### config.mk
export PLATFORM = sky130hd
export DESIGN_NAME = mvs_score
export DESIGN_NICKNAME = d
export VERILOG_FILES = /design/src/rtl/core/assert_macros.svh /design/src/rtl/core/mvs_pkg.sv /design/src/rtl/core/mvs_score.sv
export SDC_FILE = /design/constraint.sdc
export NUM_CORES = 1
export LEC_CHECK = 0
export BUFFER_PORTS_ARGS = -buffer_cell sky130_fd_sc_hd__buf_2
export CAP_MARGIN = 25
export CORE_UTILIZATION = 50
export DETAILED_ROUTE_END_ITERATION = 7
export PLACE_DENSITY = 0.74
export SLEW_MARGIN = 20
export SYNTH_ARGS = -nofsm -noshare
export SYNTH_HDL_FRONTEND = slang
export SYNTH_SLANG_ARGS = --single-unit
### constraint.sdc
create_clock -name clk -period 6.78 [get_ports clk]
set_clock_uncertainty 0.2 [all_clocks]
set_input_delay 1.356 -clock clk [delete_from_list [all_inputs] [get_ports clk]]
set_output_delay 1.356 -clock clk [all_outputs]
set_load 0.1 [all_outputs]
### src/rtl/core/assert_macros.svh
// ----------------------------------------------------------------------------
// assert_macros.svh
// shared concurrent assertion macros, clocked on clk, quiet during arst_n
// ----------------------------------------------------------------------------
`ifndef ASSERT_MACROS_SVH
`define ASSERT_MACROS_SVH

// property must hold at every clock edge out of reset
`define ASSERT_CLK(label, prop, msg) \
	label: assert property (@(posedge clk) disable iff (!arst_n) prop) else $error(msg);

// condition must never be seen at a clock edge out of reset
`define ASSERT_NEVER(label, cond, msg) \
	`ASSERT_CLK(label, !(cond), msg)

`endif

### src/rtl/core/mvs_pkg.sv
// ----------------------------------------------------------------------------
// mvs_pkg
// widths, register codes, beat types and saturation helpers for the
// multivector vector score pipeline
// ----------------------------------------------------------------------------
package mvs_pkg;

	localparam int FRAC_BITS  = 12;
	localparam int WEDGE_GAIN = 1000;

	localparam int IN_W     = 16;
	localparam int PROD_W   = 2 * IN_W;
	// three products of 2^30 at most: 33 bits signed holds any sum
	localparam int SUM_W    = PROD_W + 1;
	localparam int R_W      = SUM_W - FRAC_BITS;
	// a floored component stays strictly below 2^(R_W-1) in magnitude
	localparam int MAG_W    = R_W - 1;
	localparam int SQ_W     = 2 * MAG_W + 2;
	localparam int ROOT_W   = SQ_W / 2;
	localparam int REM_W    = ROOT_W + 2;

	localparam int CONTR_W     = 20;
	localparam int WEDGE_W     = 21;
	localparam int SCORE_W     = 31;
	localparam int GAIN_W      = 16;
	localparam int GPROD_W     = WEDGE_W + GAIN_W;
	localparam int SCORE_SUM_W = GPROD_W + 1;

	localparam logic [63:0] CONTR_MAX = (64'd1 << CONTR_W) - 64'd1;
	localparam logic [63:0] WEDGE_MAX = (64'd1 << WEDGE_W) - 64'd1;
	localparam logic [63:0] SCORE_MAX = (64'd1 << SCORE_W) - 64'd1;

	localparam logic [GPROD_W-1:0] GAIN_EXT = GPROD_W'(WEDGE_GAIN);

	localparam int CFG_IDX_W = 4;

	typedef enum logic [CFG_IDX_W-1:0] {
		REG_STATE_E1     = 4'd0,
		REG_STATE_E2     = 4'd1,
		REG_STATE_E3     = 4'd2,
		REG_STATE_PSEUDO = 4'd3
	} cfg_reg_t;

	typedef struct packed {
		logic signed [IN_W-1:0] e1;
		logic signed [IN_W-1:0] e2;
		logic signed [IN_W-1:0] e3;
		logic signed [IN_W-1:0] ps;
	} state_mv_t;

	// one beat travelling down the root chain
	typedef struct packed {
		logic [SQ_W-1:0]    rad;
		logic [REM_W-1:0]   rem;
		logic [ROOT_W-1:0]  root;
		logic [CONTR_W-1:0] contr;
	} sqrt_beat_t;

	function automatic logic [CONTR_W-1:0] sat_contr(input logic [63:0] x);
		if (x > CONTR_MAX) begin
			return '1;
		end
		return x[CONTR_W-1:0];
	endfunction

	function automatic logic [WEDGE_W-1:0] sat_wedge(input logic [63:0] x);
		if (x > WEDGE_MAX) begin
			return '1;
		end
		return x[WEDGE_W-1:0];
	endfunction

	function automatic logic [SCORE_W-1:0] sat_score(input logic [63:0] x);
		if (x > SCORE_MAX) begin
			return '1;
		end
		return x[SCORE_W-1:0];
	endfunction

endpackage

### src/rtl/core/mvs_score.sv
// ----------------------------------------------------------------------------
// mvs_score
// two-stage back end: saturate, weight the wedge magnitude, add and
// saturate the score into the output register
// ----------------------------------------------------------------------------
module mvs_score (
	input  logic                         clk,
	input  logic                         arst_n,
	input  logic                         in_valid,
	output logic                         in_ready,
	input  mvs_pkg::sqrt_beat_t          in_beat,
	output logic                         out_valid,
	input  logic                         out_ready,
	output logic [mvs_pkg::CONTR_W-1:0]  contraction,
	output logic [mvs_pkg::WEDGE_W-1:0]  wedge_magnitude,
	output logic [mvs_pkg::SCORE_W-1:0]  score
);

	logic v_s1, v_s2;
	logic en_s1, en_s2;

	logic [mvs_pkg::WEDGE_W-1:0] wedge_sat;

	logic [mvs_pkg::CONTR_W-1:0] contr_s1, contr_s2;
	logic [mvs_pkg::WEDGE_W-1:0] wedge_s1, wedge_s2;
	logic [mvs_pkg::GPROD_W-1:0] gprod_s1;
	logic [mvs_pkg::SCORE_W-1:0] score_s2;

	assign wedge_sat = mvs_pkg::sat_wedge(64'(in_beat.root));

	assign en_s2    = !v_s2 || out_ready;
	assign en_s1    = !v_s1 || en_s2;
	assign in_ready = en_s1;

	always_ff @(posedge clk or negedge arst_n) begin
		if (!arst_n) begin
			v_s1 <= 1'b0;
			v_s2 <= 1'b0;
		end else begin
			if (en_s1) v_s1 <= in_valid;
			if (en_s2) v_s2 <= v_s1;
		end
	end

	always_ff @(posedge clk) begin
		if (en_s1 && in_valid) begin
			contr_s1 <= in_beat.contr;
			wedge_s1 <= wedge_sat;
			gprod_s1 <= mvs_pkg::GPROD_W'(wedge_sat) * mvs_pkg::GAIN_EXT;
		end
		if (en_s2 && v_s1) begin
			contr_s2 <= contr_s1;
			wedge_s2 <= wedge_s1;
			score_s2 <= mvs_pkg::sat_score(64'(mvs_pkg::SCORE_SUM_W'(contr_s1)
				+ mvs_pkg::SCORE_SUM_W'(gprod_s1)));
		end
	end

	assign out_valid       = v_s2;
	assign contraction     = contr_s2;
	assign wedge_magnitude = wedge_s2;
	assign score           = score_s2;

endmodule

==> run_results.csv <==
group,metric,value,unit
route,num_vias,5512,
layout,stdcell_area,0.0104,mm²
critical_path,cp.arrival,5.68,ns
placed_design,dp_cells,1033,
floorplan,initial_core_util,51.6,%
status,status,"completed",
layout,finalNonFillerCells,1066,
clock_tree,post_cts_buffers,0,
synth,synth_edf_count,139,
synth,synthArstFlopShare,1.42,%
floorplan,rows,48,
global_routing,grt.total_usage,18.7,%
clock_tree,clock_latency,0.42,ns
power,p_leak,4.58,nW
placed_design,gp_congestion,0.831,
placed_design,dpl_cell_area,0.00983,mm²
power,finalPower,0.00502,W
sta,rsz0062_at_grt,"no",
placed_design,hpwl,12200,µm
route,drtPass1Iterations,5,
global_routing,antenna_found_initial,1,
critical_path,cp.required,6.74,ns
critical_path,worst-path-buf-inv,3,
layout,final_common_cell,"edfxtp_1",
critical_path,crit_path_frequent_cell,"fa_1",
job,max-cap-violations,0,
route,routed.top_layer,"met4",
synth,synth_area,0.00899,mm²
power,switching_share,44.8,%
critical_path,critPathMaxFanout,4,
floorplan,die_area,0.0185,mm²
power,p_sw,0.00225,W
sta,tns,0,ns
sta,setup_ws,1.07,ns
critical_path,critPathCaptureType,"flop",
synth,synth_ff_type,"edfxtp_1",
floorplan,ios,184,
layout,final_cell_mix,"139 x edfxtp_1, 118 x buf_2, 102 x inv_1, 80 x ha_1, 75 x fa_1",
worst_hold_path,hp-class,"flop to flop",
floorplan,die_x,136,µm
global_routing,grt_pass1_vias,5475,
layout,area_delta_synth_final,15.7,%
clock_tree,cts_tree,"yes",
power,power.density,483,mW/mm²
critical_path,path_class,"primary input to flop",
synth,ys_seq_area_share,47.0,%
critical_path,cp-start-kind,"primary input",
route,ant_nets,0,
clock_tree,cts_buffers,17,
clock_tree,holdBufCountCts,0,
route,drt_wl_total,16000,µm
clock_tree,root_buffer,"clkbuf_16",
sta,fin_crit,5.71,ns
critical_path,slowest_delay,0.55,ns
synth,synth-seq-cells,141,
route,wl_met1,7280,µm
sta,relSlewSlack,36.4,%
critical_path,cp_cell_sequence,"buf_2, inv_1, fa_1, fa_1, fa_1, fa_1, inv_1, ha_1, and3_1, a22o_1, a221oi_1, a31oi_1, a21o_1, a21oi_1, xnor2_1",
synth,syn_nets,960,
sta,finalSetupViolCount,0,
power,pwr-share-seq,27.1,%
clock_tree,clockBufferDepth,2,
global_routing,grt_start_max_net_pins,73,
layout,nets,1092,
critical_path,crit_family,"adder cells",
route,dr.first_iter.drc_count,297,
synth,ys_types,56,
global_routing,grt_pass1_wl,26100,µm
floorplan,core,0.0174,mm²
route,routedWlPerCell,15.0,µm
synth,yosysWarnings,0,
power,clock_power_share,17.7,%
sta,post-route-period-util,84.3,%
power,intPower,0.00277,W
route,wl_met3,636,µm
synth,synth.avg_cell_area,12.9,µm²
critical_path,critPathSlowestCell,"fa_1",
power,comb_power_share,55.3,%
placed_design,io_buffers,118,
route,viasPerCell,5.17,
synth,syn_inst,695,
sta,finalHoldViolations,0,
route,drc,0,
layout,drive_above_1_share,19.8,%
placed_design,preCtsSetupSlack,0.662,ns
sta,fmax,0.175,GHz
sta,max_slew.worst_pin.slew,0.953,ns
global_routing,grt_remaining_overflow,0,
clock_tree,cts_resized,0,
clock_tree,cts.clk_slew.worst_paths,0.07,ns
sta,slew_violations,0,
clock_tree,cts.sinks,141,
clock_tree,h-tree-depth,4,
floorplan,die_h,136,µm
power,ir_worst_vdd,0.383,mV
route,wl_met2,7940,µm
## worst paths after layout
path	from	end	slack, ns	cells past startpoint
max in group asynchronous	arst_n	out_valid	5.78	1
max	in_beat[26]	gprod_s1[27]	1.07	15
max reg2reg	contr_s1[3]	score[19]	3.58	9
min	wedge_s1[5]	wedge_magnitude[5]	0.22	0
min reg2reg	wedge_s1[5]	wedge_magnitude[5]	0.22	0
min in group asynchronous	arst_n	v_s1	0.50	1
## synthesized netlist by cell type (4+ instances only)
master	count	share of area, %
nand3_1	12	0.67
o21a_1	4	0.33
nor3_1	6	0.33
nand4_1	4	0.28
ha_1	80	11
a31oi_1	12	0.83
o21bai_1	8	0.67
and3_1	6	0.42
nand2_1	35	1.5
nor2b_1	7	0.49
o21ai_0	14	0.78
and2_1	6	0.42
nand2b_1	10	0.70
xor2_1	16	1.6
a21o_1	17	1.4
a211oi_1	7	0.58
o31ai_1	4	0.33
nor2_1	26	1.1
a21oi_1	32	1.8
edfxtp_1	139	46
xnor2_1	21	2.0
fa_1	75	17
inv_1	102	4.3
## metal layers
metal | up-vias | track usage [%]
li1 | 2714 | -
met2 | 139 | 31.1
met1 | 2646 | 24.2
met5 | - | 0
met3 | 13 | 4.88
met4 | 0 | 5.12
## metrics by stage
| step | hold slack (ns) | utilization, % |
|---|---|---|
| floorplan | 0.200 | - |
| global placement | 0.201 | 56.5 |
| detailed placement | 0.205 | 56.5 |
| CTS | 0.219 | 59.7 |
| global route | 0.226 | 59.7 |
| finish | 0.218 | 59.7 |
## registers in the layout, summed over array words and instances (netlist names)
name             count
v_s1                 1
wedge_magnitude     21
gprod_s1            26
contraction         20
contr_s1            20
wedge_s1            21
score               31
out_valid            1
## power groups by stage
stage | sequential [W] | clock (W) | combinational, W
2_1_floorplan | 0.00194 | 0 | 0.00172
3_3_place_gp | 0.00137 | 0 | 0.00271
3_5_place_dp | 0.00138 | 0 | 0.00277
4_1_cts | 0.00136 | 0.000909 | 0.00278
5_1_grt | 0.00138 | 0.000946 | 0.00308
6_report | 0.00136 | 0.000888 | 0.00278
## cell type report
type,instances,area (µm²)
antenna,1,2.50
inverter,102,383
tap,225,282
fill,1402,7020
sequential,141,4220
timing repair buffer,119,598
clock buffer,18,429
multi-input combinational,446,4350
clock inverter,14,135
## cells by family (layout without fill, tap and decap cells)
family | after synthesis | count (layout) | synth area share (%)
AO/OA/AOI/OAI | 123 | 123 | 9.41
adder cells (fa/ha/maj) | 155 | 155 | 27.8
buffers and inverters | 108 | 253 | 4.70
multiplexers | 1 | 1 | 0.125
other | 0 | 1 | 0
XOR/XNOR | 37 | 37 | 3.60
AND/OR/NAND/NOR | 130 | 130 | 7.35
flip-flops | 141 | 141 | 47.0
(Power assumes the default switching activity.)
