===== src/rtl/core/assert_macros.svh =====
// ----------------------------------------------------------------------------
// assert_macros.svh
// shared concurrent assertion macros, clocked on clk, quiet during arst_n
// ----------------------------------------------------------------------------
`ifndef ASSERT_MACROS_SVH
`define ASSERT_MACROS_SVH

// property must hold at every clock edge out of reset
`define ASSERT_CLK(label, prop, msg) \
	label: assert property (@(posedge clk) disable iff (!arst_n) prop) else $error(msg);

// condition must never be seen at a clock edge out of reset
`define ASSERT_NEVER(label, cond, msg) \
	`ASSERT_CLK(label, !(cond), msg)

`endif


===== src/rtl/core/mvs_pkg.sv =====
// ----------------------------------------------------------------------------
// mvs_pkg
// widths, register codes, beat types and saturation helpers for the
// multivector vector score pipeline
// ----------------------------------------------------------------------------
package mvs_pkg;

	localparam int FRAC_BITS  = 12;
	localparam int WEDGE_GAIN = 1000;

	localparam int IN_W     = 16;
	localparam int PROD_W   = 2 * IN_W;
	// three products of 2^30 at most: 33 bits signed holds any sum
	localparam int SUM_W    = PROD_W + 1;
	localparam int R_W      = SUM_W - FRAC_BITS;
	// a floored component stays strictly below 2^(R_W-1) in magnitude
	localparam int MAG_W    = R_W - 1;
	localparam int SQ_W     = 2 * MAG_W + 2;
	localparam int ROOT_W   = SQ_W / 2;
	localparam int REM_W    = ROOT_W + 2;

	localparam int CONTR_W     = 20;
	localparam int WEDGE_W     = 21;
	localparam int SCORE_W     = 31;
	localparam int GAIN_W      = 16;
	localparam int GPROD_W     = WEDGE_W + GAIN_W;
	localparam int SCORE_SUM_W = GPROD_W + 1;

	localparam logic [63:0] CONTR_MAX = (64'd1 << CONTR_W) - 64'd1;
	localparam logic [63:0] WEDGE_MAX = (64'd1 << WEDGE_W) - 64'd1;
	localparam logic [63:0] SCORE_MAX = (64'd1 << SCORE_W) - 64'd1;

	localparam logic [GPROD_W-1:0] GAIN_EXT = GPROD_W'(WEDGE_GAIN);

	localparam int CFG_IDX_W = 4;

	typedef enum logic [CFG_IDX_W-1:0] {
		REG_STATE_E1     = 4'd0,
		REG_STATE_E2     = 4'd1,
		REG_STATE_E3     = 4'd2,
		REG_STATE_PSEUDO = 4'd3
	} cfg_reg_t;

	typedef struct packed {
		logic signed [IN_W-1:0] e1;
		logic signed [IN_W-1:0] e2;
		logic signed [IN_W-1:0] e3;
		logic signed [IN_W-1:0] ps;
	} state_mv_t;

	// one beat travelling down the root chain
	typedef struct packed {
		logic [SQ_W-1:0]    rad;
		logic [REM_W-1:0]   rem;
		logic [ROOT_W-1:0]  root;
		logic [CONTR_W-1:0] contr;
	} sqrt_beat_t;

	function automatic logic [CONTR_W-1:0] sat_contr(input logic [63:0] x);
		if (x > CONTR_MAX) begin
			return '1;
		end
		return x[CONTR_W-1:0];
	endfunction

	function automatic logic [WEDGE_W-1:0] sat_wedge(input logic [63:0] x);
		if (x > WEDGE_MAX) begin
			return '1;
		end
		return x[WEDGE_W-1:0];
	endfunction

	function automatic logic [SCORE_W-1:0] sat_score(input logic [63:0] x);
		if (x > SCORE_MAX) begin
			return '1;
		end
		return x[SCORE_W-1:0];
	endfunction

endpackage


===== src/rtl/core/mvs_sqrt_cell.sv =====
// ----------------------------------------------------------------------------
// mvs_sqrt_cell
// one cell of the integer square root chain: brings down two radicand bits,
// settles one root bit by trial subtraction
// ----------------------------------------------------------------------------
`include "assert_macros.svh"

module mvs_sqrt_cell (
	input  logic                clk,
	input  logic                arst_n,
	input  logic                in_valid,
	output logic                in_ready,
	input  mvs_pkg::sqrt_beat_t in_beat,
	output logic                out_valid,
	input  logic                out_ready,
	output mvs_pkg::sqrt_beat_t out_beat
);

	logic                       valid_q;
	mvs_pkg::sqrt_beat_t        beat_q;
	mvs_pkg::sqrt_beat_t        beat_d;
	logic [mvs_pkg::REM_W-1:0]  cur;
	logic [mvs_pkg::REM_W-1:0]  trial;
	logic                       ge;

	// remainder never exceeds twice the partial root, so its low bits suffice here
	assign cur   = {in_beat.rem[mvs_pkg::ROOT_W-1:0], in_beat.rad[mvs_pkg::SQ_W-1 -: 2]};
	assign trial = {1'b0, in_beat.root[mvs_pkg::ROOT_W-2:0], 2'b01};
	assign ge    = cur >= trial;

	always_comb begin
		beat_d       = in_beat;
		beat_d.rad   = {in_beat.rad[mvs_pkg::SQ_W-3:0], 2'b00};
		beat_d.rem   = ge ? (cur - trial) : cur;
		beat_d.root  = {in_beat.root[mvs_pkg::ROOT_W-2:0], ge};
	end

	assign in_ready = !valid_q || out_ready;

	always_ff @(posedge clk or negedge arst_n) begin
		if (!arst_n) begin
			valid_q <= 1'b0;
		end else if (in_ready) begin
			valid_q <= in_valid;
		end
	end

	always_ff @(posedge clk) begin
		if (in_ready && in_valid) begin
			beat_q <= beat_d;
		end
	end

	assign out_valid = valid_q;
	assign out_beat  = beat_q;

	// partial root is the floor root of the bits seen so far
	`ASSERT_CLK(a_rem_bound, valid_q |-> (beat_q.rem <= {1'b0, beat_q.root, 1'b0}), "sqrt cell remainder above twice root")

endmodule


===== config.mk =====
export PLATFORM = sky130hd
export DESIGN_NAME = mvs_sqrt_cell
export DESIGN_NICKNAME = d
export VERILOG_FILES = /design/src/rtl/core/mvs_pkg.sv /design/src/rtl/core/mvs_sqrt_cell.sv
export VERILOG_INCLUDE_DIRS = /design/src /design/src/rtl/core
export SDC_FILE = /design/constraint.sdc
export NUM_CORES = 1
export LEC_CHECK = 0
export CAP_MARGIN = 20
export CORE_MARGIN = 3
export CORE_UTILIZATION = 44
export CTS_BUF_LIST = sky130_fd_sc_hd__clkbuf_16
export CTS_CLUSTER_SIZE = 16
export DETAILED_ROUTE_END_ITERATION = 8
export DONT_BUFFER_PORTS = 1
export PLACE_DENSITY_LB_ADDON = 0.3
export SLEW_MARGIN = 20
export SYNTH_ARGS = -nofsm -noshare
export SYNTH_HDL_FRONTEND = slang
export SYNTH_SLANG_ARGS = --single-unit

===== constraint.sdc =====
create_clock -name clk -period 4.1 [get_ports clk]
set_clock_uncertainty 0.1 [all_clocks]
set_input_delay 1.23 -clock clk [delete_from_list [all_inputs] [get_ports clk]]
set_output_delay 1.23 -clock clk [all_outputs]
set_load 0.01 [all_outputs]

==> results_dict.tcl <==
set metrics [dict create \
    status "completed" \
    antenna_found_initial 0 \
    synthTopCellsByArea "edfxtp_1 64%, ha_1 5.6%, mux2_2 3.2%" \
    insertedDiodeCount 0 \
    initial_utilization 0.464 \
    drive_gt1_frac 0.109 \
    tightest_slew_ns 0.800 \
    h-tree-depth 3 \
    cp_slowest_cell "o21bai_1" \
    fin_area_sq_um 5330 \
    arrival_ns 3.44 \
    multi_input_area_sq_um 1530 \
    max_stage_delay_ns 0.44 \
    post_drt_wl_per_cell_microns 23.7 \
    peakVddDrop_uv 262 \
    min_period_ns 3.44 \
    clock_path_buffers 2 \
    slew_headroom 0.453 \
    yosys_warnings 0 \
    rsz0062_at_grt "no" \
    tns_ns 0 \
    clockRootBuffer "clkbuf_16" \
    hpwl_mm 9.16 \
    place_area_sq_um 5010 \
    cts_resized 0 \
    syn_inst 363 \
    period_share 0.839 \
    numCtsBuffers 9 \
    cp-start-kind "input port" \
    synth.avg_cell_area_sq_um 13.5 \
    synth_common_cells "104 x edfxtp_1, 28 x inv_1, 23 x a21oi_1, 22 x ha_1, 21 x nand2_1" \
    grt_pass1_vias 2989 \
    hold_viol 0 \
    die_w_microns 112 \
    synth-edff-count 104 \
    io_pins 218 \
    synth_seq_area_share 0.643 \
    final_nets 495 \
    nFillCells 892 \
    gp_congestion 0.872 \
    drc 0 \
    cts_tree "done" \
    cp-end-kind "flop" \
    drt_first_pass_iters 4 \
    synth_top_cell_by_area "edfxtp_1" \
    crit_chain "inv_1 > ha_1 > o211ai_1 > o21bai_1 > o2111ai_1 > a2111o_1 > and2_4 > mux2_2" \
    synth_top_area_frac 0.638 \
    rows 37 \
    p_sw_frac 0.256 \
    ctsHoldBuffers 0 \
    routed_wl_mm 12.0 \
    clock_sinks 105 \
    path_max_fanout 23 \
    path_clk_slew_ns 0.07 \
    setup_viol 0 \
    ys_types 50 \
    critPathKind "in -> reg" \
    die_h_microns 112 \
    ys.flop_type "edfxtp_1" \
    power_density_nw_per_um2 476 \
    grt_max_degree 68 \
    syn_area_sq_um 4900 \
    io_buffers 0 \
    synthArstFlopShare 0.00952 \
    grt_use_total 0.189 \
    coreArea_sq_um 10600 \
    critPathBufInv 1 \
    fmax_ghz 0.291 \
    die_area_sq_um 12400 \
    holdCritPathClass "in -> async" \
    dr_total_vias 2986 \
    clk_latency_ns 0.34 \
    post-synth-top-count-cell "edfxtp_1" \
    cp.required_ns 4.10 \
    post_cts_buffers 0 \
    slew_viol_final 0 \
    max-cap-violations 0 \
    grt_pass1_wl_mm 17.9 \
    leakage_nw 1.94 \
    grt_overflow 0 \
    seqCellArea_sq_um 3150 \
    intPower_w 0.00189 \
    ys_ff_latch 105 \
    area_growth_pct 8.74 \
    crit_family "compound AO/OA/AOI/OAI gates" \
    clkPwrFrac 0.350 \
    viasPerCell 5.92 \
    net-switching-power_w 0.000648 \
    drt_iter0_drc 174 \
    combPwrFrac 0.119 \
    power_frac_seq 0.531 \
    whs_ns 0.471 \
    final_antenna_net_count 0 \
]
==> layout by cell type, fill, tap and decap left out, types with 2 or more instances in the layout <==
| cell | synthesis | final |
|---|---|---|
| edfxtp_1 | 104 | 104 |
| inv_6 | 0 | 2 |
| xor2_1 | 4 | 4 |
| nor4_1 | 3 | 3 |
| mux2_2 | 14 | 14 |
| a21oi_1 | 23 | 23 |
| a2111oi_0 | 2 | 2 |
| nor3_1 | 5 | 5 |
| and4_1 | 3 | 3 |
| inv_1 | 28 | 28 |
| xnor2_1 | 7 | 7 |
| o21a_1 | 7 | 7 |
| a31oi_1 | 5 | 5 |
| o21ai_0 | 15 | 15 |
| a211oi_1 | 2 | 2 |
| buf_4 | 5 | 5 |
| a21o_1 | 5 | 5 |
| o2111a_1 | 2 | 2 |
| and2_1 | 4 | 3 |
| mux2i_1 | 2 | 2 |
| nand2b_1 | 6 | 6 |
| nand3_1 | 13 | 13 |
| nor2_1 | 7 | 7 |
| or3_1 | 2 | 2 |
| and2_4 | 1 | 2 |
| o31ai_1 | 6 | 6 |
| conb_1 | 1 | 2 |
| nand2_1 | 21 | 21 |
| clkbuf_16 | 0 | 9 |
| ha_1 | 22 | 22 |
| and3_1 | 6 | 6 |
| o2111ai_1 | 3 | 3 |
| nand4_1 | 5 | 5 |
| o211ai_1 | 2 | 2 |
==> metrics by stage <==
stage	power, W	utilization	std cells	setup WS [ns]
floorplan	0.00160	-	364	0.434
global placement	0.00167	0.475	488	0.367
detailed placement	0.00167	0.475	488	0.305
CTS	0.00257	0.505	504	0.671
global route	0.00266	0.505	504	0.526
finish	0.00254	0.505	504	0.660
==> sequential cells by signal, summed over array words and instances, names as in the netlist <==
| signal | flops |
|---|---|
| out_beat | 104 |
| out_valid | 1 |
==> path summary, 6_finish.rpt <==
kind	from	endpoint	slack, ns	depth (start not counted)
setup / recovery	in_beat[20]	out_beat[45]	0.66	8
hold / removal	arst_n	out_valid	0.47	0
setup reg to reg	out_valid	out_beat[69]	2.13	3
hold reg to reg	out_valid	out_valid	0.58	2
max in group asynchronous	arst_n	out_valid	3.36	0
min in group clk	out_valid	out_valid	0.58	2
==> final cells by class <==
| cell class | instances | area share |
|---|---|---|
| Tap cell | 136 | 0.0320 |
| Timing Repair Buffer | 6 | 0.0108 |
| Multi-Input combinational cell | 213 | 0.288 |
| Sequential cell | 105 | 0.591 |
| Clock inverter | 7 | 0.0164 |
| Clock buffer | 9 | 0.0423 |
| Inverter | 28 | 0.0197 |
==> power by group through the flow <==
stage	combinational [W]	clock, W	sequential, W
2_1_floorplan	0.000244	0	0.00136
3_3_place_gp	0.000295	0	0.00137
3_5_place_dp	0.000300	0	0.00137
4_1_cts	0.000302	0.000915	0.00135
5_1_grt	0.000338	0.000968	0.00135
6_report	0.000302	0.000887	0.00135
==> per-layer routing <==
layer / GRT usage / up-vias / wire (microns)
met2: 0.320 / 162 / 6020
met1: 0.211 / 1428 / 4520
met4: 0.0633 / 0 / 225
met5: 0 / - / 0
met3: 0.0880 / 21 / 1190
li1: - / 1375 / -
==> cells by family after synthesis <==
group | Yosys count | share of synthesized area
flops | 105 | 0.643
other cells | 1 | 0.000766
simple gates | 80 | 0.0869
fa+ha+maj | 22 | 0.0562
xor+xnor | 11 | 0.0197
compound gates | 82 | 0.112
mux | 16 | 0.0363
buf+inv | 46 | 0.0457
Power figures use the tool's default switching activity.
